===== src/sv/lru_pkg.sv =====
// Shared types and constants for the LRU size latch table.
// No dependencies; used by every module of the block.
package lru_pkg;

    localparam int SLOTS = 16;
    localparam int IDX_W = $clog2(SLOTS);
    localparam int TOP_SHIFT = 4;

    localparam logic [1:0] CMD_LATCH    = 2'd0;
    localparam logic [1:0] CMD_LOOKUP   = 2'd1;
    localparam logic [1:0] CMD_FORGET   = 2'd2;
    // Unused command code; the block ignores it.
    localparam logic [1:0] CMD_RESERVED = 2'd3;

    typedef struct packed {
        logic [1:0]  command;
        logic [31:0] key;
        logic [15:0] size_value;
        logic [31:0] block_capacity;
    } t_in;

    typedef struct packed {
        logic [15:0] result_size;
        logic        was_hit;
    } t_out;

    // Scan token that walks the row of cells once per command.
    typedef struct packed {
        logic             valid;
        logic             first;
        logic             match;
        logic [IDX_W-1:0] midx;
        logic [15:0]      msize;
        logic [31:0]      mcap;
        logic             stop;
        logic [IDX_W-1:0] vidx;
        logic [31:0]      vstamp;
    } t_tok;

    // Write beat broadcast to all cells at the end of a command.
    typedef struct packed {
        logic             we;
        logic             stamp_only;
        logic [IDX_W-1:0] widx;
        logic [31:0]      wkey;
        logic [15:0]      wsize;
        logic [31:0]      wcap;
        logic [31:0]      wstamp;
        logic             clr;
        logic [IDX_W-1:0] cidx;
        logic             forget;
        logic [31:0]      fkey;
    } t_wr;

endpackage


===== src/sv/lru_rebuild.sv =====
// Rebuilds a size from native size and capacity, one scale step per cycle.
// Depends on lru_pkg.
module lru_rebuild (
    input  logic        i_clk,
    input  logic        i_rst_n,
    input  logic        i_start,
    input  logic [15:0] i_native,
    input  logic [31:0] i_cap,
    output logic        o_done,
    output logic [15:0] o_size
);
    logic [2:0]  r_shift;
    logic        r_busy;
    logic        r_done;
    logic [15:0] r_size;
    logic [19:0] side;
    logic [39:0] square;
    logic        fits;

    assign side   = {4'd0, i_native} << r_shift;
    assign square = side * side;
    assign fits   = square <= {8'd0, i_cap};

    always_ff @(posedge i_clk) begin
        if (!i_rst_n) begin
            r_busy  <= 1'b0;
            r_done  <= 1'b0;
            r_shift <= '0;
        end else if (i_start) begin
            r_shift <= 3'(lru_pkg::TOP_SHIFT);
            r_done  <= 1'b0;
            r_busy  <= 1'b1;
        end else if (r_busy) begin
            if (i_native == 16'd0 || i_cap == 32'd0) begin
                r_size <= i_native;
                r_done <= 1'b1;
                r_busy <= 1'b0;
            end else if (fits || r_shift == 3'd0) begin
                r_size <= fits ? side[15:0] : i_native;
                r_done <= 1'b1;
                r_busy <= 1'b0;
            end else begin
                r_shift <= r_shift - 3'd1;
            end
        end
    end

    assign o_done = r_done;
    assign o_size = r_size;
endmodule

===== config.mk =====
export PLATFORM = sky130hd
export DESIGN_NAME = lru_rebuild
export DESIGN_NICKNAME = d
export VERILOG_FILES = /design/src/sv/lru_pkg.sv /design/src/sv/lru_rebuild.sv
export SDC_FILE = /design/constraint.sdc
export NUM_CORES = 1
export LEC_CHECK = 0
export BUFFER_PORTS_ARGS = -buffer_cell sky130_fd_sc_hd__clkbuf_2
export CAP_MARGIN = 40
export CORE_MARGIN = 5
export CORE_UTILIZATION = 39
export CTS_CLUSTER_DIAMETER = 30
export DETAILED_ROUTE_END_ITERATION = 10
export SYNTH_ARGS = -nofsm -noshare
export SYNTH_HDL_FRONTEND = slang
export SYNTH_SLANG_ARGS = --single-unit

===== constraint.sdc =====
create_clock -name i_clk -period 14.77 [get_ports i_clk]
set_input_delay 4.431 -clock i_clk [delete_from_list [all_inputs] [get_ports i_clk]]
set_output_delay 4.431 -clock i_clk [all_outputs]
set_load 0.005 [all_outputs]

Word-level counts from Yosys, hierarchy flattened --
Cells that the tools add are included.
Word-level totals: output and inout bits 17, register bits 21
Operators by class: shift operators 1, reductions and logical operators 12, add/subtract/negate cells 1, mux-type cells 13, multiply operators 1, order comparisons 1, bitwise logic cells 4, eq/ne operators 2
Operators by type and width (count):
- two-way mux 16 bit | 3
- less-or-equal comparator 40 x 32 -> 1 bit | 1
- multiplier 20 x 20 -> 40 bit | 1
- zero test 32 bit | 1
- << shifter 16 x 3 -> 20 bit | 1
- zero test 16 bit | 1
- two-way mux 3 bit | 4
- two-way mux 1 bit | 6
- AND reduction 3 bit | 2
- inequality test 2 bit, second input constant | 2
- inverter 1 bit | 4
- AND reduction 4 bit | 1
- nonzero test 2 bit | 2
- zero test 3 bit | 1
- subtractor 3 x 1 -> 3 bit, second input constant | 1
- logical OR 1 bit | 2
- AND reduction 2 bit | 1
- OR reduction 2 bit | 1

Logic depth before layout (Yosys ltp) --
depth after elaboration 8, gate-level depth with buffers 47, depth with buffers taken out 41

Least setup slack after synthesis --
Ideal clock, no wire load.
path type input -> register, from in i_native[7], to reg r_size[0], in the netlist o_size[0] (enable), cell stages on the path 38, data required time 14382 ps, setup slack 505 ps, data arrival time 13877 ps, cells stage by stage mux2_2 > o21a_1 > nand2_1 > a21boi_1 > clkinv_1 > nand2_1 > inv_1 > fa_1 > fa_1 > inv_1 > fa_1 > inv_1 > fa_1 > fa_1 > fa_1 > inv_1 > fa_1 > inv_1 > [2 not listed] > a21o_1 > o21bai_1 > a221o_1 > and3_4 > o311ai_4 > a21o_1 > o21ai_0 > xor2_1 > ha_1 > a21o_1 > a211oi_1 > nand3_1 > o21ai_0 > nand4b_1 > nor4_1 > and2_1 > o21ai_0 > nor2_1
Between the ends: longest elaborated chain between the ends 6
Ends and longest elaborated chain:
- start, declared | RTL line lru_rebuild.sv:7 | input logic [15:0] i_native,
- << shifter 16 x 3 -> 20 bit | RTL line lru_rebuild.sv:20 | assign side = {4'd0, i_native} << r_shift;
- multiplier 20 x 20 -> 40 bit | RTL line lru_rebuild.sv:21 | assign square = side * side;
- less-or-equal comparator 40 x 32 -> 1 bit | RTL line lru_rebuild.sv:22 | assign fits = square <= {8'd0, i_cap};
- logical OR 1 bit | RTL line lru_rebuild.sv:38 | end else if (fits || r_shift == 3'd0) begin
- nonzero test 2 bit (no line) *
- AND reduction 4 bit (no line) *
- end signal, assigned | RTL line lru_rebuild.sv:35 | r_size <= i_native;
- end signal, assigned | RTL line lru_rebuild.sv:39 | r_size <= fits ? side[15:0] : i_native;
- end, declared | RTL line lru_rebuild.sv:15 | logic [15:0] r_size;
Mark *: on every way between the ends. The rest lies on a longest branch, timed or not. A chain may end at the register's enable or synchronous reset.

Final worst setup path --
from in i_native[8], to reg r_size[13], in the netlist o_size[13] (data pin)
Between the ends: longest elaborated chain between the ends 6
Ends and longest elaborated chain:
- << shifter 16 x 3 -> 20 bit | RTL line lru_rebuild.sv:20
- multiplier 20 x 20 -> 40 bit | RTL line lru_rebuild.sv:21
- less-or-equal comparator 40 x 32 -> 1 bit | RTL line lru_rebuild.sv:22
- two-way mux 16 bit | RTL line lru_rebuild.sv:39
- two-way mux 16 bit | RTL line lru_rebuild.sv:38
- two-way mux 16 bit * | RTL line lru_rebuild.sv:34 | if (i_native == 16'd0 || i_cap == 32'd0) begin
Mark *: on every way between the ends. The rest lies on a longest branch, timed or not. The select of a mux whose other input is x is not followed.

==> flow_summary.json <==
{
  "cp-end-kind": "flip-flop",
  "synth_area_leader_cell": "fa_1",
  "fmax_ghz": 0.0704,
  "clk_pin_slew_ns": 0.08,
  "track_usage_pct": 20.4,
  "die_area_sq_um": 39100,
  "drt_iter0_drc": 581,
  "ant_nets": 0,
  "synth_common_cells": "inv_1, fa_1, ha_1",
  "status": "completed",
  "crit_type": "in -> reg",
  "ys.flop_type": "edfxtp_1",
  "n_antenna_cell": 0,
  "rrSetupSlack_ns": 3.97,
  "synth.top_cell.area_share_pct": 40.8,
  "crit_slowest_cell": "fa_1",
  "rsz0062_at_grt": "false",
  "clock_skew_ns": 0.0102,
  "cts-root-buf": "clkbuf_16",
  "die_w_microns": 198,
  "maxCapViolations": 0,
  "layout-drive-gt1-share_pct": 10.3,
  "maxSlewViolCount": 0,
  "cts_inserted_buffers": 3,
  "ios": 68,
  "drt-pass1-iter-count": 7,
  "synth.ff_latch_count": 21,
  "grt_pass1_vias": 11677,
  "gr-total-overflow": 0,
  "post_drt_wl_per_cell_microns": 18.3,
  "fin_crit_sh_pct": 96.2,
  "setup_viol": 0,
  "vias": 10812,
  "synth_edf_count": 16,
  "drc_errors": 0,
  "hold_viol_final": 0,
  "area.sequential_sq_um": 581,
  "crit_buf_inv": 8,
  "muxShareOfSynthArea_pct": 2.72,
  "via_per_inst": 5.10,
  "clock_sinks": 21,
  "required_ns": 14.80,
  "synth_top_family_by_area": "adder cells",
  "cts-htree-levels": 1,
  "hpwl_microns": 34800,
  "synth.cell_area_sq_um": 13700,
  "ys_seq_area_share_pct": 4.23,
  "cts_tree": "built",
  "grt_pass1_wl_microns": 62700,
  "synthTopCellsByArea": "fa_1, ha_1, inv_1, nand2_1, edfxtp_1",
  "clock_latency_ns": 0.28,
  "crit_family": "adder cells",
  "rows": 68,
  "synth_compound_area_share_pct": 8.83,
  "worst_slew_pin_slew_ns": 0.769,
  "syn_to_final_growth_pct": 9.90,
  "arrival_ns": 14.24,
  "ys_async_sr_fraction_pct": 0,
  "fp.dieH_microns": 198,
  "maxSlewHeadroom_pct": 48.5,
  "yosysWarnings": 0,
  "cts_max_path_buffers": 2,
  "critical_path_peak_fanout": 16,
  "startpoint_type": "input port",
  "synth-simple-area-share_pct": 12.5,
  "postCtsHoldBufs": 0,
  "crit_path_max_incr_delay_ns": 0.56,
  "gp_congestion": 0.957,
  "initial_core_util_pct": 39.6,
  "nFillCells": 3501,
  "multiInputGateArea_sq_um": 11600,
  "finalNetCount": 2175,
  "hp-class": "reg -> reg",
  "antenna_found_initial": 0,
  "synth-adder-area-share_pct": 56.9,
  "cp_common_cell": "fa_1",
  "synth_area_per_cell_sq_um": 8.77,
  "core_area_sq_um": 34600,
  "synthMostInstantiatedCell": "inv_1",
  "hold_slack_ns": 0.504,
  "portBuffers": 67,
  "ys_types": 67,
  "synthXorXnorAreaFrac_pct": 2.62,
  "grt_max_degree": 34,
  "timing.final.crit_period_ns": 14.21,
  "drt_wl_total_microns": 38900,
  "syn_inst": 1565
}
## logic make-up (layout without fill, tap and decap cells)
logic type               count (synthesis)  count (layout)
flip-flops                              21              21
adder cells (fa/ha/maj)                456             456
AND/OR/NAND/NOR                        387             387
buffers and inverters                  436             521
XOR/XNOR                                41              41
multiplexers                            32              32
AO/OA/AOI/OAI                          190             190
other                                    2              19
## metal layers
layer  vias to the layer above  GRT usage [%]  routed length [microns]
li1                       5048              -                        -
met1                      5416           27.1                    15800
met2                       292           35.2                    19400
met3                        56           2.11                     2370
met4                         0           6.38                     1290
met5                         -              0                        0
## final cells by class
class                   instances  share of cell area (%)
multi-input cells            1125                    77.0
inverters                     396                    9.85
repair buffers                121                    4.99
flip-flops and latches         21                    3.85
well taps                     455                    3.77
clock buffers                   3                   0.498
clock inverters                 1                  0.0332
## registers in the layout, indices dropped and copies added (netlist names)
signal   cells
r_busy       1
r_shift      3
o_size      16
o_done       1
## tightest hold or removal path, cell delays in order (launching register included)
cell	delay (ns)
dfxtp_1	0.35
inv_1	0.06
a21oi_1	0.05
## what timing repair did
item	CTS	global route
buffers inserted	0	2
endpoints found under the setup margin	0	37
resized for setup	0	17
## stage by stage
step                setup WS, ns  area [sq um]  instances  util [%]  setup TNS (ns)
floorplan                  0.505         13800       1582         -               0
detailed placement        -0.183         14900       2116      43.1           -4.02
CTS                       0.0885         15000       2120      43.3               0
global route              0.0360         15100       2122      43.6               0
finish                     0.557         15100       2122      43.6               0
global placement         -0.0457         14900       2116      43.1          -0.441
## final timing paths
kind                          end               startpoint  cells after the start
max          o_size[13]$_DFFE_PP_              i_native[8]                     39
min reg2reg   o_done$_SDFFE_PP0P_      o_done$_SDFFE_PP0P_                      2
max reg2reg  o_size[13]$_DFFE_PP_  r_shift[0]$_SDFFE_PP0P_                     39
min           o_done$_SDFFE_PP0P_      o_done$_SDFFE_PP0P_                      2
## placed cells by master (no fill, tap or decap), types with 9 or more instances in the layout
cell type	instances
a21o_1	30
a21oi_1	61
and2_1	9
buf_4	53
clkbuf_2	67
conb_1	19
edfxtp_1	16
fa_1	280
ha_1	176
inv_1	384
mux2_2	11
mux2i_1	11
nand2_1	163
nand3_1	16
nand4_1	17
nor2_1	118
nor3_1	11
nor4_1	12
o21a_1	13
o21ai_0	35
xnor2_1	28
xor2_1	13
Power is left out: the tool's default activity adds up to more than one toggle a clock period on the data nets, which glitch-free logic cannot reach.
