--- config.mk ---
export PLATFORM = sky130hd
export DESIGN_NAME = lru_cell
export DESIGN_NICKNAME = d
export VERILOG_FILES = /design/src/sv/lru_pkg.sv /design/src/sv/lru_cell.sv
export SDC_FILE = /design/constraint.sdc
export NUM_CORES = 1
export LEC_CHECK = 0
export BUFFER_PORTS_ARGS = -buffer_cell sky130_fd_sc_hd__buf_2
export CAP_MARGIN = 20
export CORE_AREA = 4 4 145 147
export DETAILED_ROUTE_END_ITERATION = 8
export DIE_AREA = 0 0 149 151
export GPL_TIMING_DRIVEN = 0
export HOLD_SLACK_MARGIN = 0.12
export MAX_ROUTING_LAYER = met4
export PLACE_DENSITY_LB_ADDON = 0.05
export RECOVER_POWER = 50
export SLEW_MARGIN = 20
export SYNTH_ARGS = -nofsm -noshare
export SYNTH_HDL_FRONTEND = slang
export SYNTH_SLANG_ARGS = --single-unit
--- constraint.sdc ---
create_clock -name i_clk -period 6.4 [get_ports i_clk]
set_input_delay 1.28 -clock i_clk [delete_from_list [all_inputs] [get_ports i_clk]]
set_output_delay 1.28 -clock i_clk [all_outputs]
set_load 0.1 [all_outputs]
--- src/sv/lru_pkg.sv ---
// Shared types and constants for the LRU size latch table.
// No dependencies; used by every module of the block.
package lru_pkg;

    localparam int SLOTS = 16;
    localparam int IDX_W = $clog2(SLOTS);
    localparam int TOP_SHIFT = 4;

    localparam logic [1:0] CMD_LATCH    = 2'd0;
    localparam logic [1:0] CMD_LOOKUP   = 2'd1;
    localparam logic [1:0] CMD_FORGET   = 2'd2;
    // Unused command code; the block ignores it.
    localparam logic [1:0] CMD_RESERVED = 2'd3;

    typedef struct packed {
        logic [1:0]  command;
        logic [31:0] key;
        logic [15:0] size_value;
        logic [31:0] block_capacity;
    } t_in;

    typedef struct packed {
        logic [15:0] result_size;
        logic        was_hit;
    } t_out;

    // Scan token that walks the row of cells once per command.
    typedef struct packed {
        logic             valid;
        logic             first;
        logic             match;
        logic [IDX_W-1:0] midx;
        logic [15:0]      msize;
        logic [31:0]      mcap;
        logic             stop;
        logic [IDX_W-1:0] vidx;
        logic [31:0]      vstamp;
    } t_tok;

    // Write beat broadcast to all cells at the end of a command.
    typedef struct packed {
        logic             we;
        logic             stamp_only;
        logic [IDX_W-1:0] widx;
        logic [31:0]      wkey;
        logic [15:0]      wsize;
        logic [31:0]      wcap;
        logic [31:0]      wstamp;
        logic             clr;
        logic [IDX_W-1:0] cidx;
        logic             forget;
        logic [31:0]      fkey;
    } t_wr;

endpackage

--- src/sv/lru_cell.sv ---
// One table entry with its share of the match and victim scan.
// Depends on lru_pkg.
module lru_cell (
    input  logic                      i_clk,
    input  logic                      i_rst_n,
    input  logic [lru_pkg::IDX_W-1:0] i_idx,
    input  logic [31:0]               i_key,
    input  lru_pkg::t_tok             i_tok,
    input  lru_pkg::t_wr              i_wr,
    output lru_pkg::t_tok             o_tok
);
    logic [31:0]   r_key;
    logic [15:0]   r_size;
    logic [31:0]   r_cap;
    logic [31:0]   r_stamp;
    lru_pkg::t_tok r_tok;
    lru_pkg::t_tok n_tok;
    logic          hit;

    assign hit = (i_key != 32'd0) && (r_key == i_key);

    always_comb begin
        n_tok = i_tok;
        if (!i_tok.match && hit) begin
            n_tok.match = 1'b1;
            n_tok.midx  = i_idx;
            n_tok.msize = r_size;
            n_tok.mcap  = r_cap;
        end
        // A matching slot counts as empty; a lookup miss clears or refills it.
        if (!i_tok.stop) begin
            if (r_key == 32'd0 || hit) begin
                n_tok.stop = 1'b1;
                n_tok.vidx = i_idx;
            end else if (i_tok.first || r_stamp < i_tok.vstamp) begin
                n_tok.vidx   = i_idx;
                n_tok.vstamp = r_stamp;
            end
        end
        n_tok.first = 1'b0;
    end

    always_ff @(posedge i_clk) begin
        if (!i_rst_n) begin
            r_key   <= '0;
            r_size  <= '0;
            r_cap   <= '0;
            r_stamp <= '0;
            r_tok   <= '0;
        end else begin
            r_tok <= i_tok.valid ? n_tok : '0;
            if (i_wr.we && i_wr.widx == i_idx) begin
                r_stamp <= i_wr.wstamp;
                if (!i_wr.stamp_only) begin
                    r_key  <= i_wr.wkey;
                    r_size <= i_wr.wsize;
                    r_cap  <= i_wr.wcap;
                end
            end else if ((i_wr.clr && i_wr.cidx == i_idx) ||
                         (i_wr.forget && r_key == i_wr.fkey)) begin
                r_key   <= '0;
                r_size  <= '0;
                r_cap   <= '0;
                r_stamp <= '0;
            end
        end
    end

    assign o_tok = r_tok;
endmodule

# Yosys cells after proc, flatten, opt, wreduce, memory -nomap -nowiden

Cells that the tools add are included.

ROM bits: 0
Bits in registers: 204
RAM bits: 0
Input port bits: 286
Memories: 0
Output and inout bits: 92
Latch bits: 0

Order comparisons: 1
Reduce and logical (&&, ||, !) cells: 14
Multiplexer cells: 16
Shifts and indexed selects: 0
Div/mod/pow operators: 0
$add $sub $neg: 0
Multiply operators: 0
Eq/ne operators: 5
Bitwise logic cells: 0

Operator list:

| cell               | number |
|---|---|
| $mux 32            | 7 |
| $mux 92            | 1 |
| $eq 32x32->1       | 2 |
| $mux 53            | 1 |
| $mux 16            | 3 |
| $mux 37            | 1 |
| $mux 36            | 1 |
| $logic_not 32->1   | 1 |
| $lt 32x32->1       | 1 |
| $reduce_bool 32->1 | 1 |
| $eq 4x4->1         | 2 |
| $logic_and 1x1->1  | 5 |
| $mux 4             | 1 |
| $reduce_and 2->1   | 2 |
| $logic_or 1x1->1   | 3 |
| $ne 2x2->1 const B | 1 |
| $reduce_bool 2->1  | 1 |
| $logic_not 1->1    | 1 |
| $mux 1             | 1 |

# Logic depth before layout (Yosys ltp)

Word-level depth: 6
Depth in mapped cells: 10
Gate-level depth less buffers: 9

# Worst setup path after synthesis

Ideal clock, no wire load.

Kind: in2reg
From: input i_tok[2] (netlist bit)
To: register r_tok (netlist bit o_tok[32])
Stages on the path: 9
Arrival: 3,126 ps
Data required time: 6,328 ps
Buffers on the path: 0
Path slack: 3,202 ps
Cell sequence: inv_1 ha_1 a211o_1 a31oi_1 o31ai_1 a211oi_1 o21ai_0 a21oi_1 mux2i_1

Word-level cells in the longest chain between the ends: 5

Ends and longest elaborated chain:

| what                 | line           | text |
|---|---|---|
| start, declared      | lru_cell.sv:8  | `input lru_pkg::t_tok i_tok,` |
| $lt 32x32->1         | lru_cell.sv:35 | `end else if (i_tok.first \|\| r_stamp < i_tok.vstamp) begin` |
| $logic_or 1x1->1     | lru_cell.sv:35 |  |
| $mux 36              | lru_cell.sv:35 |  |
| $mux 4               | lru_cell.sv:32 | `if (r_key == 32'd0 \|\| hit) begin` |
| $mux 37              | lru_cell.sv:31 | `if (!i_tok.stop) begin` |
| end signal, assigned | lru_cell.sv:51 | `r_tok <= i_tok.valid ? n_tok : '0;` |
| end, declared        | lru_cell.sv:16 | `lru_pkg::t_tok r_tok;` |

Every way passes these cells.
A chain may end at the register's enable or synchronous reset.

# Worst setup path after layout

From: input i_idx[1] (netlist bit)
To: register r_cap[15]

Word-level cells in the longest chain between the ends: 5
Elaborated cells on any way between the ends: 9

Ends and longest elaborated chain:

| what                               | line           | text |
|---|---|---|
| start, declared                    | lru_cell.sv:6  | `input logic [lru_pkg::IDX_W-1:0] i_idx,` |
| $eq 4x4->1                         | lru_cell.sv:59 | `end else if ((i_wr.clr && i_wr.cidx == i_idx) \|\|` |
| $logic_and 1x1->1                  | lru_cell.sv:59 |  |
| $logic_or 1x1->1                   | lru_cell.sv:59 |  |
| $reduce_bool 2->1 (no source line) | -              |  |
| $reduce_and 2->1 (no source line)  | -              |  |
| end signal, assigned               | lru_cell.sv:57 | `r_cap <= i_wr.wcap;` |
| end, declared                      | lru_cell.sv:14 | `logic [31:0] r_cap;` |

Parallel ways exist; a longest one is shown, timed or not.

==> reports/metrics.csv <==
metric,value,unit
status,"complete, but fails checks",
failing checks,"max-capacitance violations, max-slew violations",
commonest register cell after synthesis,dfxtp_1,
initial core utilization,0.489,
Worst EP required,6.83,ns
hpwl dp,24900,µm
Worst Setup End Kind,register,
Tot GR Track Use,0.277,
Max Cap Viol,1,
TritonCTS Sinks,203,
antenna-violating nets left,0,
largest net degree at the start of global routing,14,
core area,0.0199,mm²
Synth cell types,46,
postcts setup bufs,0,
R2R Path Start,r_key[18]$_SDFFE_PN0P_,
Mapped Cells,1034,
hold buffers post-CTS,0,
Crit Path Max Fanout,10,
Fillers,1857,
Max VDD drop,0.159,mV
Setup WS post-layout,2.20,ns
HP Class,reg2reg,
1st-iter DRT viols,355,
Final Setup Violations,0,
crit path launch,i_idx[1],
Total Neg Setup Slack,0,ns
CTS tree,done,
RSZ-0062 raised after global routing,false,
Fin. Hold Viols,0,
top post-synthesis cells by area,"dfxtp_1 (42%), a21boi_2 (8.1%), xor2_1 (6.2%), nand3_1 (6.1%), mux2i_1 (5.8%)",
H-Tree Depth,1,
Reg power frac,0.423,
Setup Skew,0.0120,ns
static leakage,5.15,nW
total grt overflow,0,
FMAX,0.238,GHz
DR vias,8870,
Row Count,52,
"Min Clock Period, post-route",4.20,ns
wire length of the first global-routing pass,47700,µm
post-synth top area share,0.417,
die height,151,µm
Syn-to-layout area delta,29.7,%
PwrDens,244,mW/mm²
"EDFF count, synth",0,
die area,0.0225,mm²
Inserted Clock Buffers,23,
switching part of the total,0.281,
Overall Power,3.08,mW
TritonRoute pass-1 iters,5,
fin crit share,0.656,
post-synthesis sequential area ratio,0.417,
die width,149,µm
"Net count, final",1752,
Post-Route Utilization,0.635,
Syn Std Cell Area,0.00974,mm²
Max stage delay on crit path,1.59,ns
synthesized net count,1351,
critical path arrival,4.63,ns
internal power,2.22,mW
final wirelength,31900,µm
hold_sp,r_cap[30]$_SDFFE_PN0P_,
input/output buffers,376,
worst path cell trace,buf_2 > xor2_1 > nor4_1 > a31oi_1 > a22oi_4 > buf_6 > clkbuf_8 > nand3_1 > a21boi_2,
Clock Pin Slew Worst Setup and Hold Paths,0.06,ns
post-cts sizing count,0,
Post-synth top cells,"dfxtp_1 (203), nand3_1 (118), nand2b_1 (78)",
Avg WL per Cell,18.3,µm
Max-slew headroom,-0.331,
worst slew pin tran,1.98,ns
Comb pwr share,0.156,
Root Driver,clkbuf_16,
final hold slack,0.465,ns
Post-route DRC,0,
synth warn,0,
initial antenna violation count,18,
clk_lat worst skew,0.51,ns
clock buffer depth,3,
final RePlAce weighted congestion,0.938,
clock share of power,0.421,
drt via density,5.09,
Seq cells post-synth,203,
CP Launch Type,input port,
layout cells sized above 1,0.284,
io pins,378,
Post-synth ARST share,0,
Final Max Tran Viols,7,
P_sw,0.868,mW
Crit-path slowest cell,nor4_1,
Synth area leader,dfxtp_1,
most frequent cell after synthesis,dfxtp_1,
Placement Setup Slack,2.31,ns
Crit Path Category,in2reg,
Syn Area/Cell,9.42,µm²
number of global-route vias before repair,8853,
==> critical path, delay by kind of cell <==
kind	cells	cell delay, ns
AO/OA/AOI/OAI	3	0.88
buffers and inverters	3	0.57
XOR/XNOR	1	0.17
AND/OR/NAND/NOR	2	1.72
==> logic make-up after synthesis <==
kind of cell,Yosys count,synth area share
mux,56,0.0575
simple gates,361,0.199
buf+inv,105,0.0546
fa+ha+maj,31,0.0398
flops,203,0.417
compound gates,205,0.166
other cells,1,0.000385
xor+xnor,72,0.0647
==> path summary, 6_finish.rpt <==
path                       endpoint  depth (start not counted)  slack, ns
max          r_cap[15]$_SDFFE_PN0P_                          9       2.20
min          r_cap[30]$_SDFFE_PN0P_                          2       0.46
max reg2reg    o_tok[44]$_SDFF_PN0_                          8       3.42
min reg2reg  r_cap[30]$_SDFFE_PN0P_                          2       0.46
==> per-layer routing <==
layer  wire [µm]  global-route usage
met5           0                   -
met4         745              0.0865
met3        2580              0.0661
met2       15700               0.467
met1       12800               0.331
==> per-stage QoR <==
stage	cell area [µm²]	std cells
after floorplan	9740	1034
after global placement	12000	1680
after detailed placement	12000	1680
after CTS	12700	1722
after global routing	12600	1740
final	12600	1742
==> flip-flops by register name (all words and copies together), names as in the netlist <==
signal	count
r_stamp	32
r_key	32
r_cap	32
o_tok	91
r_size	16
==> placed cells by master, fill, tap and decap left out, types with 33 or more instances in the layout <==
cell,synthesis,final
buf_2,8,285
dfxtp_1,203,203
clkbuf_1,44,148
nand3_1,118,118
nand2b_1,78,78
a21boi_2,70,70
xor2_1,69,69
nor2_1,60,60
mux2i_1,56,56
a21oi_1,44,44
o21ai_0,36,36
nor4_1,32,33
==> layout make-up <==
type                            count  area [µm²]  share of cell area
Antenna cell                       20        50.0             0.00396
Buffer                             73         404              0.0320
Clock buffer                       34         677              0.0536
Clock inverter                      8        76.3             0.00604
Inverter                           32         120             0.00951
Multi-Input combinational cell    726        5140               0.407
Sequential cell                   203        4060               0.322
Tap cell                          270         338              0.0267
Timing Repair Buffer              376        1770               0.140
==> power by group through the flow <==
stage / combinational [mW] / clock, mW / sequential (mW)
final: 0.482 / 1.30 / 1.30
after global routing: 0.514 / 1.37 / 1.31
after CTS: 0.491 / 1.32 / 1.30
after detailed placement: 0.489 / 0 / 1.33
after global placement: 0.488 / 0 / 1.33
after floorplan: 0.142 / 0 / 1.50
Power figures use the tool's default switching activity.
